File: src/sv/ptcd_sqrt.sv
// ----------------------------------------------------------------------------
// ptcd_sqrt
// Pipelined integer square root, one result bit per stage, with side payload.
// ----------------------------------------------------------------------------
module ptcd_sqrt #(
  parameter int RW = 30,
  parameter int PW = 29
) (
  input  logic            clk,
  input  logic            rst_n,
  input  logic            in_valid,
  output logic            in_ready,
  input  logic [2*RW-1:0] in_rad,
  input  logic [PW-1:0]   in_pay,
  output logic            out_valid,
  input  logic            out_ready,
  output logic [RW-1:0]   out_root,
  output logic [PW-1:0]   out_pay
);

  localparam int REMW = RW + 2;

  logic [RW-1:0]   v_r;
  logic [RW-1:0]   load;
  logic [REMW-1:0] rem_r  [RW];
  logic [RW-1:0]   root_r [RW];
  logic [2*RW-1:0] rad_r  [RW];
  logic [PW-1:0]   pay_r  [RW];

  always_comb begin
    load[RW-1] = !v_r[RW-1] || out_ready;
    for (int k = RW - 2; k >= 0; k--) begin
      load[k] = !v_r[k] || load[k+1];
    end
  end

  assign in_ready = load[0];

  genvar k;
  generate
    for (k = 0; k < RW; k++) begin : g_stage
      logic            pv;
      logic [REMW-1:0] prem;
      logic [RW-1:0]   proot;
      logic [2*RW-1:0] prad;
      logic [PW-1:0]   ppay;
      logic [REMW-1:0] rem_sh;
      logic [REMW-1:0] trial;
      logic            ge;

      if (k == 0) begin : g_first
        assign pv    = in_valid;
        assign prem  = '0;
        assign proot = '0;
        assign prad  = in_rad;
        assign ppay  = in_pay;
      end else begin : g_next
        assign pv    = v_r[k-1];
        assign prem  = rem_r[k-1];
        assign proot = root_r[k-1];
        assign prad  = rad_r[k-1];
        assign ppay  = pay_r[k-1];
      end

      // bring down the next two radicand bits and try root*4+1
      assign rem_sh = {prem[REMW-3:0], prad[2*RW-1:2*RW-2]};
      assign trial  = {proot, 2'b01};
      assign ge     = (rem_sh >= trial);

      always_ff @(posedge clk) begin
        if (!rst_n) begin
          v_r[k] <= 1'b0;
        end else if (load[k]) begin
          v_r[k] <= pv;
        end
      end

      always_ff @(posedge clk) begin
        if (load[k]) begin
          rem_r[k]  <= ge ? (rem_sh - trial) : rem_sh;
          root_r[k] <= {proot[RW-2:0], ge};
          rad_r[k]  <= {prad[2*RW-3:0], 2'b00};
          pay_r[k]  <= ppay;
        end
      end
    end
  endgenerate

  assign out_valid = v_r[RW-1];
  assign out_root  = root_r[RW-1];
  assign out_pay   = pay_r[RW-1];

endmodule

File: config.mk
export PLATFORM = sky130hd
export DESIGN_NAME = ptcd_sqrt
export DESIGN_NICKNAME = d
export VERILOG_FILES = /design/src/sv/ptcd_sqrt.sv
export SDC_FILE = /design/constraint.sdc
export NUM_CORES = 2
export LEC_CHECK = 0
export BUFFER_PORTS_ARGS = -buffer_cell sky130_fd_sc_hd__buf_2
export CAP_MARGIN = 15
export CORE_MARGIN = 4
export CORE_UTILIZATION = 60
export CTS_BUF_LIST = sky130_fd_sc_hd__clkbuf_8
export DETAILED_ROUTE_END_ITERATION = 8
export PLACE_DENSITY = 0.82
export SYNTH_ARGS = -nofsm -noshare
export SYNTH_HDL_FRONTEND = slang
export SYNTH_MEMORY_MAX_BITS = 65536
export SYNTH_SLANG_ARGS = --single-unit
File: constraint.sdc
create_clock -name clk -period 24.8 [get_ports clk]
set_clock_uncertainty 0.1 [all_clocks]
set_input_delay 1.24 -clock clk [delete_from_list [all_inputs] [get_ports clk]]
set_output_delay 1.24 -clock clk [all_outputs]
set_load 0.02 [all_outputs]
==> Implementation_results.wiki <==
{| class="wikitable"
! Metric !! Value
|-
| GR Util All Layers || 0.212
|-
| Via count || 69100
|-
| Chip Height || 467 microns
|-
| Post-synthesis instance total || 8482
|-
| Worst ir drop on vdd || 0.0957 mV
|-
| Placeable core area || 210000 sq um
|-
| Total of endpoints with negative setup slack in the final report || 0
|-
| Wire length after detailed routing || 233000 microns
|-
| Max H-tree Level || 5
|-
| Number of library cell types mapped by synthesis || 89
|-
| PwrDens || 88.7 nW/um^2
|-
| Wire length of the first global-routing pass || 368000 microns
|-
| Beginning of the worst register-to-register path || out_valid
|-
| Nets in the synthesized netlist || 9072
|-
| Number of placement rows || 168
|-
| Maximum number of pins on one net before global-route repair || 89
|-
| Signed area change from the synthesized netlist to the final layout || 10.3%
|-
| Mean routed wirelength per cell || 19.1 microns
|-
| Critical Path End Type || output port
|-
| Count of yosys warnings during synthesis || 0
|-
| Main synth FF type || sky130_fd_sc_hd__edfxtp_1
|-
| Fraction of layout instances using a drive strength above 1 || 0.106
|-
| Post-Synth Simple-Gate Area || 0.0752
|-
| Number of placed instances with taps included || 11400
|-
| Post-route cell area || 140000 sq um
|-
| Category of the critical setup timing path || reg2out
|-
| Overall overflow remaining after global route || 0
|-
| Area leader, netlist || sky130_fd_sc_hd__edfxtp_1
|-
| Time the final worst path needs with I/O delays and setup || 7.91 ns
|-
| Full die area || 218000 sq um
|-
| Standby leakage power || 56.5 nW
|-
| Capturing instance or port of the critical path || in_ready
|-
| Worst hold margin || 0.197 ns
|-
| Clock Tree Root || sky130_fd_sc_hd__clkbuf_8
|-
| Initial drt markers || 5203
|-
| Hold violation count in the final report || 0
|-
| Share of the clock period used by the worst path || 0.319
|-
| Number of storage elements in the synthesis netlist || 3063
|-
| Multi-input combinational cell area || 32100 sq um
|-
| Worst-case headroom to the max-slew limit || 0.222
|-
| Post-synthesis xor/xnor area fraction || 0.0453
|-
| Die W || 467 microns
|-
| Port-buffer cells || 153
|-
| Endpoint arrival time on the critical path || 6.57 ns
|-
| Setup repair after global routing missed its margin || false
|-
| Fraction of post-synthesis cell area in the top cell type by area || 0.720
|-
| Most frequent standard cell in the layout excluding fill and tap cells || sky130_fd_sc_hd__edfxtp_1
|-
| Routability cong. || 0.969
|-
| Clock-pin slew on the worst setup and hold paths || 0.08 ns
|-
| Post-CTS Setup Inserts || 0
|-
| Mapped Avg Cell Area || 14.9 sq um
|-
| Mux cell area share after synthesis || 0.0102
|-
| End of the worst register-to-register path || rad_r[0][173]
|-
| Worst-case clock buffer depth || 4
|-
| Startpoint types || flop
|-
| Vias in the first global route || 69500
|-
| Worst Setup Slack post-DPL || 17.12 ns
|-
| Hold Crit Class || in2reg
|-
| Sequential element share of the synthesized area || 0.725
|-
| Initial core utilization || 0.604
|-
| Standard cell area after detailed placement || 131000 sq um
|-
| Worst reg-to-reg path cell count || 14
|-
| CTS tree || built
|-
| TritonCTS Buffers || 464
|-
| Number of buffers inserted by hold repair at cts || 0
|-
| Synth area leaders || sky130_fd_sc_hd__edfxtp_1 72%, sky130_fd_sc_hd__ha_1 4.9%, sky130_fd_sc_hd__xnor2_1 2.3%
|-
| Top-Level Pins || 154
|-
| Post-synth EDFFs || 3033
|-
| Synthesized-area fraction occupied by adder cells || 0.0492
|-
| Number of resized instances in the post-cts repair step || 0
|-
| Top library cells by usage in the layout, fill and taps aside || 3033 x sky130_fd_sc_hd__edfxtp_1, 781 x sky130_fd_sc_hd__inv_1, 512 x sky130_fd_sc_hd__nand2_1
|-
| Critical-path maximum fanout || 61
|-
| Final Max Tran Viols || 0
|-
| Nets@finish || 9628
|-
| Share of the synthesized area in compound gates (AO/OA/AOI/OAI) || 0.0725
|-
| Largest family of logic cells by synthesized area || simple AND/OR/NAND/NOR gates
|-
| DRC Markers || 0
|-
| Worst-case register-to-register setup slack || 18.43 ns
|-
| Final worst-path setup slack || 16.89 ns
|-
| Placed wire-length estimate || 162000 microns
|-
| Clock latency at the later pin of the worst-skew pair || 1.09 ns
|-
| Synth Cell Area || 127000 sq um
|-
| Initial antenna violation count || 8
|-
| Run status || complete, no violations
|-
| Pin slew with the least headroom to its limit || 1.17 ns
|-
| Residual antenna-violating net count after detailed routing || 0
|-
| Fill count || 13500
|-
| Count of TritonRoute iterations in the first routing pass || 6
|-
| Max-capacitance violation count || 0
|-
| Clk sink count || 3063
|-
| First element of the critical path || out_valid
|-
| Max Clk Rate || 126 MHz
|-
| Drt via density || 5.66
|-
| Area of all sequential standard cells || 91700 sq um
|-
| Setup total negative slack || 0 ns
|-
| Number of standard cells in the layout, taps in and fillers out || 12200
|-
| Req. time, crit path || 23.46 ns
|-
| Asr flop ratio synth || 0
|}
[report_power, final]
group	total (mW)	leakage (nW)	internal [mW]	switching, mW
logic	1.56	20.4	0.703	0.855
clock network	3.87	4.93	2.01	1.86
registers	6.96	31.2	6.50	0.460
total	12.4	56.5	9.21	3.18
[metrics by stage]
stage,utilization,power [mW]
after floorplan,-,8.06
after global placement,0.625,8.48
after detailed placement,0.625,8.59
after CTS,0.666,12.5
after global routing,0.666,13.0
final,0.666,12.4
[kinds of logic after synthesis]
family	count (synthesis)
xor gates and xnor gates	655
buffers and inverters	769
other	1
adders and majority gates	497
DFF	3063
AOI/OAI and AO/OA	1460
and+or+nand+nor	1921
muxes	116
[routing by layer]
layer  share of wire  GRT usage  vias to the layer above
met5               0          0                        -
li1                -          -                    32900
met3           0.063     0.0376                      501
met1            0.39      0.262                    33300
met2            0.51      0.375                     2319
met4           0.031     0.0765                        0
[sequential cells by signal, summed over array words and instances (netlist names)]
name / count
pay_r: 870
rad_r: 870
rem_r: 828
root_r: 465
g_stage.pv: 29
out_valid: 1
[synth_stat cells, types with 9 or more instances]
| cell type | count |
|---|---|
| sky130_fd_sc_hd__edfxtp_1 | 3033 |
| sky130_fd_sc_hd__inv_1 | 653 |
| sky130_fd_sc_hd__nand2_1 | 523 |
| sky130_fd_sc_hd__ha_1 | 497 |
| sky130_fd_sc_hd__nor2_1 | 436 |
| sky130_fd_sc_hd__a21oi_1 | 391 |
| sky130_fd_sc_hd__o21ai_0 | 386 |
| sky130_fd_sc_hd__xnor2_1 | 337 |
| sky130_fd_sc_hd__xor2_1 | 318 |
| sky130_fd_sc_hd__nor3_1 | 189 |
| sky130_fd_sc_hd__a21o_1 | 166 |
| sky130_fd_sc_hd__o21a_1 | 129 |
| sky130_fd_sc_hd__nand3_1 | 119 |
| sky130_fd_sc_hd__mux2_2 | 106 |
| sky130_fd_sc_hd__nor4_1 | 102 |
| sky130_fd_sc_hd__clkbuf_1 | 96 |
| sky130_fd_sc_hd__or3_1 | 86 |
| sky130_fd_sc_hd__nand4_1 | 82 |
| sky130_fd_sc_hd__nand2b_1 | 80 |
| sky130_fd_sc_hd__nor2b_1 | 80 |
| sky130_fd_sc_hd__o31ai_1 | 62 |
| sky130_fd_sc_hd__a21boi_0 | 43 |
| sky130_fd_sc_hd__o21bai_1 | 42 |
| sky130_fd_sc_hd__or2_2 | 41 |
| sky130_fd_sc_hd__a211oi_1 | 36 |
| sky130_fd_sc_hd__and3_1 | 35 |
| sky130_fd_sc_hd__or4_1 | 34 |
| sky130_fd_sc_hd__a31oi_1 | 31 |
| sky130_fd_sc_hd__dfxtp_1 | 30 |
| sky130_fd_sc_hd__o211ai_1 | 24 |
| sky130_fd_sc_hd__and2_1 | 22 |
| sky130_fd_sc_hd__nand3b_1 | 22 |
| sky130_fd_sc_hd__nor3b_1 | 17 |
| sky130_fd_sc_hd__a211o_1 | 14 |
| sky130_fd_sc_hd__o41ai_1 | 14 |
| sky130_fd_sc_hd__o2111ai_1 | 13 |
| sky130_fd_sc_hd__o31a_1 | 12 |
| sky130_fd_sc_hd__a2111oi_0 | 11 |
| sky130_fd_sc_hd__buf_2 | 10 |
| sky130_fd_sc_hd__mux2i_1 | 10 |
| sky130_fd_sc_hd__a31o_2 | 9 |
| sky130_fd_sc_hd__nor4b_1 | 9 |
[worst min path at each step]
stage / from / depth (start not counted) / end
detailed placement: pay_r[0][96] / 0 / pay_r[0][125]
global placement: pay_r[0][443] / 0 / pay_r[1][8]
global route: in_rad[2] / 1 / rad_r[0][2]
floorplan: pay_r[0][71] / 0 / pay_r[0][100]
CTS: in_rad[2] / 1 / rad_r[0][2]
finish: in_rad[2] / 1 / rad_r[0][2]
[layout make-up]
class,count,area share
clock buffer,473,0.0466
timing repair buffer,203,0.00818
clock inverter,348,0.0150
tap,2805,0.0251
sequential,3063,0.657
antenna,5,0.0000897
multi-input combinational,4650,0.230
inverter,656,0.0178
[worst max-delay path, cell delays in order, from the launching register on]
cell                      delay (ns)
sky130_fd_sc_hd__dfxtp_1        0.33
sky130_fd_sc_hd__nor2b_1        0.45
sky130_fd_sc_hd__inv_2          0.06
sky130_fd_sc_hd__buf_4          0.33
sky130_fd_sc_hd__nor3_1         0.77
sky130_fd_sc_hd__nand4_1        0.22
sky130_fd_sc_hd__buf_4          0.36
sky130_fd_sc_hd__nor2_1         0.75
sky130_fd_sc_hd__nand3_4        0.09
sky130_fd_sc_hd__buf_4          0.36
sky130_fd_sc_hd__nor2_1         0.39
sky130_fd_sc_hd__and2_1         0.40
sky130_fd_sc_hd__and3_1         0.46
sky130_fd_sc_hd__nand3_4        0.25
sky130_fd_sc_hd__buf_2          0.23
Power figures use the tool's default switching activity.
